`config.mk`:
```
export PLATFORM = sky130hd
export DESIGN_NAME = ppr_divider
export DESIGN_NICKNAME = d
export VERILOG_FILES = /design/src/rtl/ppr_pkg.sv /design/src/rtl/ppr_divider.sv
export SDC_FILE = /design/constraint.sdc
export NUM_CORES = 1
export LEC_CHECK = 0
export ABC_AREA = 1
export BUFFER_PORTS_ARGS = -buffer_cell sky130_fd_sc_hd__buf_2
export CAP_MARGIN = 40
export CORE_ASPECT_RATIO = 1.5
export CORE_UTILIZATION = 60
export DETAILED_ROUTE_END_ITERATION = 10
export PLACE_DENSITY = 0.77
export SKIP_CTS_REPAIR_TIMING = 1
export SYNTH_ARGS = -nofsm -noshare
export SYNTH_HDL_FRONTEND = slang
export SYNTH_SLANG_ARGS = --single-unit
```
`constraint.sdc`:
```
create_clock -name clock -period 18.8 [get_ports clock]
set_clock_uncertainty 0.05 [all_clocks]
set_input_delay 1.88 -clock clock [delete_from_list [all_inputs] [get_ports clock]]
set_output_delay 1.88 -clock clock [all_outputs]
set_load 0.005 [all_outputs]
```
`src/rtl/ppr_pkg.sv`:
```
// Shared types and constants for the personalized PageRank push vertex store.
// Used by every module of the block; depends on nothing.

package ppr_pkg;

   // Operation codes carried in the kind field
   localparam logic [1:0] KIND_GATHER = 2'd0;
   localparam logic [1:0] KIND_PUSH   = 2'd1;
   localparam logic [1:0] KIND_READ   = 2'd2;

   // Configuration register indexes
   localparam logic [1:0] CSR_GAIN_KEEP   = 2'd0;
   localparam logic [1:0] CSR_GAIN_SPREAD = 2'd1;
   localparam logic [1:0] CSR_EPSILON     = 2'd2;

   localparam logic [30:0] GAIN_KEEP_RESET   = 31'd21262214;
   localparam logic [30:0] GAIN_SPREAD_RESET = 31'd1052479610;
   localparam logic [31:0] EPSILON_RESET     = 32'd107;

   // Spread divider: 32 quotient bits, four per cycle
   localparam int DIV_Q_W       = 32;
   localparam int DIV_STEP_BITS = 4;
   localparam int DIV_STEPS     = DIV_Q_W / DIV_STEP_BITS;
   localparam int DIV_CNT_W     = $clog2(DIV_STEPS);

   typedef struct packed {
      logic [1:0]  kind;
      logic [15:0] vertex;
      logic [31:0] update_value;
      logic [23:0] vertex_degree;
   } req_type;

   typedef struct packed {
      logic        activated;
      logic [15:0] pushed_vertex;
      logic [31:0] spread_value;
      logic [31:0] estimate_value;
      logic [31:0] residual_value;
   } rsp_type;

   typedef struct packed {
      logic [31:0] estimate;
      logic [31:0] residual;
   } entry_type;

   typedef struct packed {
      logic        start;
      logic [33:0] dividend;
      logic [23:0] divisor;
   } div_req_type;

   typedef struct packed {
      logic        done;
      logic [31:0] quotient;
   } div_rsp_type;

endpackage

```
`src/rtl/ppr_divider.sv`:
```
// Iterative restoring divider for the spread value, DIV_STEP_BITS quotient
// bits per cycle, result saturated to 32 bits. Uses ppr_pkg.

module ppr_divider
   import ppr_pkg::*;
(
   input  logic        clock,
   input  logic        reset,
   input  div_req_type div_req,
   output div_rsp_type div_rsp
);

   logic                 busy_ff;
   logic                 done_ff;
   logic [DIV_CNT_W-1:0] cnt_ff;
   logic [23:0]          divisor_ff;
   logic [23:0]          rem_ff;
   logic [DIV_Q_W-1:0]   quo_ff;
   logic [23:0]          rem_in;
   logic [DIV_Q_W-1:0]   quo_in;
   logic [24:0]          trial;

   // quo_ff shifts dividend bits out of the top and quotient bits in at the bottom
   always_comb begin
      rem_in = rem_ff;
      quo_in = quo_ff;
      trial  = '0;
      for (int i = 0; i < DIV_STEP_BITS; i++) begin
         trial  = {rem_in, quo_in[DIV_Q_W-1]};
         quo_in = {quo_in[DIV_Q_W-2:0], 1'b0};
         if (trial >= {1'b0, divisor_ff}) begin
            rem_in    = 24'(trial - {1'b0, divisor_ff});
            quo_in[0] = 1'b1;
         end else begin
            rem_in = trial[23:0];
         end
      end
   end

   always_ff @(posedge clock) begin
      if (reset) begin
         busy_ff <= 1'b0;
         done_ff <= 1'b0;
      end else begin
         done_ff <= 1'b0;
         if (div_req.start) begin
            divisor_ff <= div_req.divisor;
            // quotient of 2^32 or more: saturate at once
            if ({22'b0, div_req.dividend[33:32]} >= div_req.divisor) begin
               quo_ff  <= '1;
               done_ff <= 1'b1;
            end else begin
               rem_ff  <= {22'b0, div_req.dividend[33:32]};
               quo_ff  <= div_req.dividend[31:0];
               cnt_ff  <= DIV_CNT_W'(DIV_STEPS - 1);
               busy_ff <= 1'b1;
            end
         end else if (busy_ff) begin
            rem_ff <= rem_in;
            quo_ff <= quo_in;
            cnt_ff <= cnt_ff - 1'b1;
            if (cnt_ff == '0) begin
               busy_ff <= 1'b0;
               done_ff <= 1'b1;
            end
         end
      end
   end

   assign div_rsp.done     = done_ff;
   assign div_rsp.quotient = quo_ff;

endmodule

```
# --- After elaboration in Yosys (flattened, before gate mapping) ---
# Index checks and enable logic that the tools add are counted.
totals:
  reg_bits: 85
  latch_bits: 0
  mem_bits_rw: 0
  mem_bits_ro: 0
  input_bits: 61
  word_cells: 48
  mem_count: 0
op_classes:
  add_sub_neg: 5
  multipliers: 0
  n_div: 0
  order_cmp: 5
  eq_ne: 1
  shifts: 0
  muxes: 25
  n_bitwise: 1
  n_reduce_logical: 5
op_table:
  columns: ["cell", "count"]
  rows:
  - ["2-to-1 mux 24 bit", 7]
  - [">= comparator 25 x 24 -> 1 bit", 4]
  - ["2-to-1 mux 32 bit", 3]
  - ["subtractor 24 bit", 4]
  - [">= comparator 2 x 24 -> 1 bit", 1]
  - ["2-to-1 mux 1 bit", 12]
  - ["2-to-1 mux 3 bit", 3]
  - ["AND reduction 2 bit", 2]
  - ["logical NOT 3 bit", 1]
  - ["AND reduction 3 bit", 1]
  - ["subtractor 3 x 1 -> 3 bit (second input constant)", 1]
  - ["inequality test 2 bit (second input constant)", 1]
  - ["nonzero test 2 bit", 1]
  - ["inverter 1 bit", 1]

# --- Depth between registers and ports, before layout ---
logic_depth:
  depth_word: 10
  mapped_depth: 65

# --- Worst setup path before layout ---
# No wires, ideal clock.
synth_path:
  path_kind: "flip-flop to flip-flop"
  from: "reg quo_ff[31]"
  to: "reg rem_ff[1], data pin"
  t_arrival_ns: 7.354
  required_ns: 18.496
  path_slack_ns: 11.142
  path_stages_with_launch: 61
  path_buffers: 4
  path_cell_list: "edfxtp_1 -> inv_1 -> ha_1 -> inv_1 -> fa_1 -> nand2_1 -> nand3_1 -> and2_1 -> a21o_1 -> nand2_1 -> nand2_1 -> or2_2 -> nand3_1 -> nand2_1 -> ha_1 -> nand2_1 -> nor2_1 -> inv_1 -> [... 25 more ...] -> ha_1 -> a21oi_1 -> nand2_1 -> nand2_1 -> nand2_1 -> nand2_1 -> nand2_1 -> nand3_1 -> nand3_1 -> nand3_1 -> nand2_1 -> a21oi_1 -> nand2_1 -> nor2_2 -> buf_4 -> nand2_1 -> nand3_1 -> nand2_1"
synth_between:
  elab_chain_cells: 10
synth_rtl:
  columns: ["item", "line", "text"]
  rows:
  - ["start, declared", "ppr_divider.sv:18", "logic [DIV_Q_W-1:0] quo_ff;"]
  - ["start signal, assigned", "ppr_divider.sv:54", "quo_ff <= div_req.dividend[31:0];"]
  - ["start signal, assigned", "ppr_divider.sv:60", "quo_ff <= quo_in;"]
  - ["subtractor 24 bit / >= comparator 25 x 24 -> 1 bit (equally long branches)", "ppr_divider.sv:32, ppr_divider.sv:31", null]
  - ["2-to-1 mux 24 bit *", "ppr_divider.sv:31", "if (trial >= {1'b0, divisor_ff}) begin"]
  - ["subtractor 24 bit / >= comparator 25 x 24 -> 1 bit (equally long branches)", "ppr_divider.sv:32, ppr_divider.sv:31", null]
  - ["2-to-1 mux 24 bit *", "ppr_divider.sv:31", null]
  - [">= comparator 25 x 24 -> 1 bit / subtractor 24 bit (equally long branches)", "ppr_divider.sv:31, ppr_divider.sv:32", null]
  - ["2-to-1 mux 24 bit *", "ppr_divider.sv:31", null]
  - ["subtractor 24 bit / >= comparator 25 x 24 -> 1 bit (equally long branches)", "ppr_divider.sv:32, ppr_divider.sv:31", null]
  - ["2-to-1 mux 24 bit *", "ppr_divider.sv:31", null]
  - ["2-to-1 mux 24 bit *", "ppr_divider.sv:58", "end else if (busy_ff) begin"]
  - ["2-to-1 mux 24 bit *", "ppr_divider.sv:46", "if (div_req.start) begin"]
  - ["end signal, assigned", "ppr_divider.sv:53", "rem_ff <= {22'b0, div_req.dividend[33:32]};"]
  - ["end signal, assigned", "ppr_divider.sv:59", "rem_ff <= rem_in;"]
  - ["end, declared", "ppr_divider.sv:17", "logic [23:0] rem_ff;"]
# Mark *: on every way between the ends. The rest lies on a longest branch, timed or not. The select of a mux whose other input is x is not followed.
# A chain may end at the register's enable or synchronous reset.

# --- Worst setup path in the final report ---
layout_path:
  from: "reg divisor_ff[7]"
  to: "reg rem_ff[8], data pin"
layout_between:
  elab_chain_cells: 10
layout_rtl:
  columns: ["item", "line", "text"]
  rows:
  - ["start, declared", "ppr_divider.sv:16", "logic [23:0] divisor_ff;"]
  - ["start signal, assigned", "ppr_divider.sv:47", "divisor_ff <= div_req.divisor;"]
  - ["subtractor 24 bit / >= comparator 25 x 24 -> 1 bit (equally long branches)", "ppr_divider.sv:32, ppr_divider.sv:31", null]
  - ["2-to-1 mux 24 bit", "ppr_divider.sv:31", null]
  - ["subtractor 24 bit / >= comparator 25 x 24 -> 1 bit (equally long branches)", "ppr_divider.sv:32, ppr_divider.sv:31", null]
  - ["2-to-1 mux 24 bit", "ppr_divider.sv:31", null]
  - [">= comparator 25 x 24 -> 1 bit / subtractor 24 bit (equally long branches)", "ppr_divider.sv:31, ppr_divider.sv:32", null]
  - ["2-to-1 mux 24 bit", "ppr_divider.sv:31", null]
  - ["subtractor 24 bit / >= comparator 25 x 24 -> 1 bit (equally long branches)", "ppr_divider.sv:32, ppr_divider.sv:31", null]
  - ["2-to-1 mux 24 bit *", "ppr_divider.sv:31", null]
  - ["2-to-1 mux 24 bit *", "ppr_divider.sv:58", null]
  - ["2-to-1 mux 24 bit *", "ppr_divider.sv:46", null]
# Marks and branches as above.

==> results.py <==
metrics = {
    "grt": {
        "grt_overflow_total": 0,
        "grt_pass1_wl_mm": 51.0,
        "antenna_found_initial": 0,
        "grt_start_max_net_pins": 55,
        "grt_pass1_vias": 10000,
        "globalRouteTotalUtil_pct": 39.4,
    },
    "critical_path": {
        "crit_type": "flip-flop to flip-flop",
        "path_max_fanout": 38,
        "end_kind": "flip-flop",
        "crit_family": "simple AND/OR/NAND/NOR gates",
        "arrival_ns": 10.43,
        "start_kind": "flip-flop",
        "cp_slowest_cell": "nor4_1",
        "crit_buf_inv": 10,
        "max_stage_delay_ns": 0.65,
        "cp_common_cell": "nand2_1",
        "required_ns": 18.84,
    },
    "synth": {
        "avgSynthCellArea_um2": 6.71,
        "synth_area_um2": 9950,
        "syn_inst": 1483,
        "ys.flop_type": "edfxtp_1",
        "synth_edf_count": 83,
        "ys_ff_latch": 85,
        "seq_area_frac_synth_pct": 25.4,
        "async_flop_share_pct": 0,
        "synthesis.nets": 1648,
        "ys_types": 52,
        "yosys_warnings": 0,
    },
    "placement": {
        "globalplace.congestion": 1.04,
        "portBuffers": 93,
        "pre_cts_ws_ns": 8.84,
        "dpl.hpwl_mm": 26.5,
    },
    "floorplanning": {
        "start_util_pct": 61.5,
        "coreArea_um2": 16200,
        "chipWidth_um": 107,
        "design.die.area_um2": 17100,
        "num_io_pins": 94,
        "row_count": 57,
        "die-height_um": 160,
    },
    "detailed_routing": {
        "first_pass_iters": 6,
        "via_per_inst": 5.79,
        "drt_iter0_drc": 860,
        "wl_per_cell_um": 18.5,
        "route.detailed.drc": 0,
        "postRouteAntennaNets": 0,
        "drt-total-wl_mm": 32.8,
        "vias": 10300,
    },
    "final_layout": {
        "diodes": 0,
        "fin_nets": 1728,
        "most-common-layout-cells": "nand2_1 (419), inv_1 (202), nor2_1 (150)",
        "fill_cells": 1546,
        "final_util_pct": 67.1,
        "final_layout_size_suffix_gt1_share_pct": 11.1,
        "regArea_um2": 2530,
        "syn2layout_area_growth_pct": 9.09,
        "final_common_cell": "nand2_1",
        "multi_input_area_um2": 6450,
    },
    "timing": {
        "timing.final.crit_period_ns": 10.40,
        "setup_slack_ns": 8.40,
        "final_hold_viol_count": 0,
        "fin_crit_sh_pct": 55.3,
        "slew_violations": 0,
        "report.final.setup_viol": 0,
        "fmax_ghz": 0.0962,
        "tightest_slew_ns": 0.747,
        "rsz0062_at_grt": "no",
        "maxSlewHeadroom_pct": 50.0,
        "finalSetupTns_ns": 0,
    },
    "outcome": {
        "status": "complete, no violations",
    },
    "clocking": {
        "cts.sinks": 85,
        "tritoncts": "yes",
        "htreeDepth": 3,
        "clockBufferDepth": 2,
        "clkLatencyLatePin_ns": 0.35,
        "cts.clk_slew.worst_paths_ns": 0.08,
        "cts_buffers": 9,
        "root_buffer": "clkbuf_16",
    },
    "run": {
        "drv_cap": 0,
    },
    "hold_path": {
        "min_path_type": "flip-flop to flip-flop",
    },
}
==> routing by layer <==
layer	vias up	part of all wire (%)	track usage (%)
met5	-	0	0
met4	0	6.5	25.6
met3	133	6.9	5.92
met2	501	51	71.3
met1	4621	35	41.5
li1	5013	-	-
==> registers in the layout (all words and copies together), names as in the netlist <==
name,flops
busy_ff,1
cnt_ff,3
divisor_ff,24
done_ff,1
quo_ff,32
rem_ff,24
==> path summary, 6_finish.rpt <==
| kind | cells past startpoint | end | start | slack (ns) |
|---|---|---|---|---|
| worst max-delay path | 51 | rem_ff[8]$_SDFFCE_PP0P_ | divisor_ff[7]$_DFFE_PP_ | 8.40 |
| worst min-delay path | 2 | busy_ff$_SDFFE_PP0N_ | busy_ff$_SDFFE_PP0N_ | 0.47 |
| worst max register to register | 51 | rem_ff[8]$_SDFFCE_PP0P_ | divisor_ff[7]$_DFFE_PP_ | 8.40 |
| worst min register to register | 2 | busy_ff$_SDFFE_PP0N_ | busy_ff$_SDFFE_PP0N_ | 0.47 |
==> stage by stage <==
| step | instance area (um^2) | std cells | hold slack, ns |
|---|---|---|---|
| 3_3_place_gp | 10600 | 1757 | 0.449 |
| 6_report | 10900 | 1774 | 0.466 |
| 5_1_grt | 10900 | 1774 | 0.497 |
| 3_5_place_dp | 10600 | 1758 | 0.458 |
| 2_1_floorplan | 9950 | 1483 | 0.382 |
| 4_1_cts | 10900 | 1774 | 0.468 |
==> cell usage after synthesis, types with 10 or more instances <==
cell / count / share of area [%]
nand2_1: 419 / 16
xor2_1: 38 / 3.3
edfxtp_1: 83 / 25
ha_1: 100 / 13
a21oi_1: 95 / 4.8
nand3_1: 55 / 2.8
nand4_1: 11 / 0.69
inv_2: 10 / 0.38
nor3_1: 49 / 2.5
nor2_1: 152 / 5.7
o21ai_0: 64 / 3.2
o21bai_1: 11 / 0.83
inv_1: 202 / 7.6
xnor2_1: 37 / 3.3
clkbuf_1: 13 / 0.49
o21ai_1: 29 / 1.5
==> final cells by class <==
type,count,share of cell area [%]
multi-input cells,1152,59.4
flip-flops and latches,85,23.3
inverters,214,7.42
repair buffers,101,4.91
well taps,206,2.37
clock buffers,10,2.11
clock inverters,6,0.507
==> worst min-delay path: cells and delay by family, from the launching register on <==
family | cells | cell delay [ns]
flops | 1 | 0.30
buf+inv | 1 | 0.10
compound gates | 1 | 0.08
==> cell families after synthesis <==
family	after synthesis	share of synthesized area, %
flip-flops	85	25.4
adder cells (fa/ha/maj)	104	13.4
AO/OA/AOI/OAI	233	12.9
buffers and inverters	246	10.0
XOR/XNOR	75	6.60
AND/OR/NAND/NOR	740	31.7
Power is left out: the tool's default activity adds up to more than one toggle a clock period on the data nets, which glitch-free logic cannot reach.
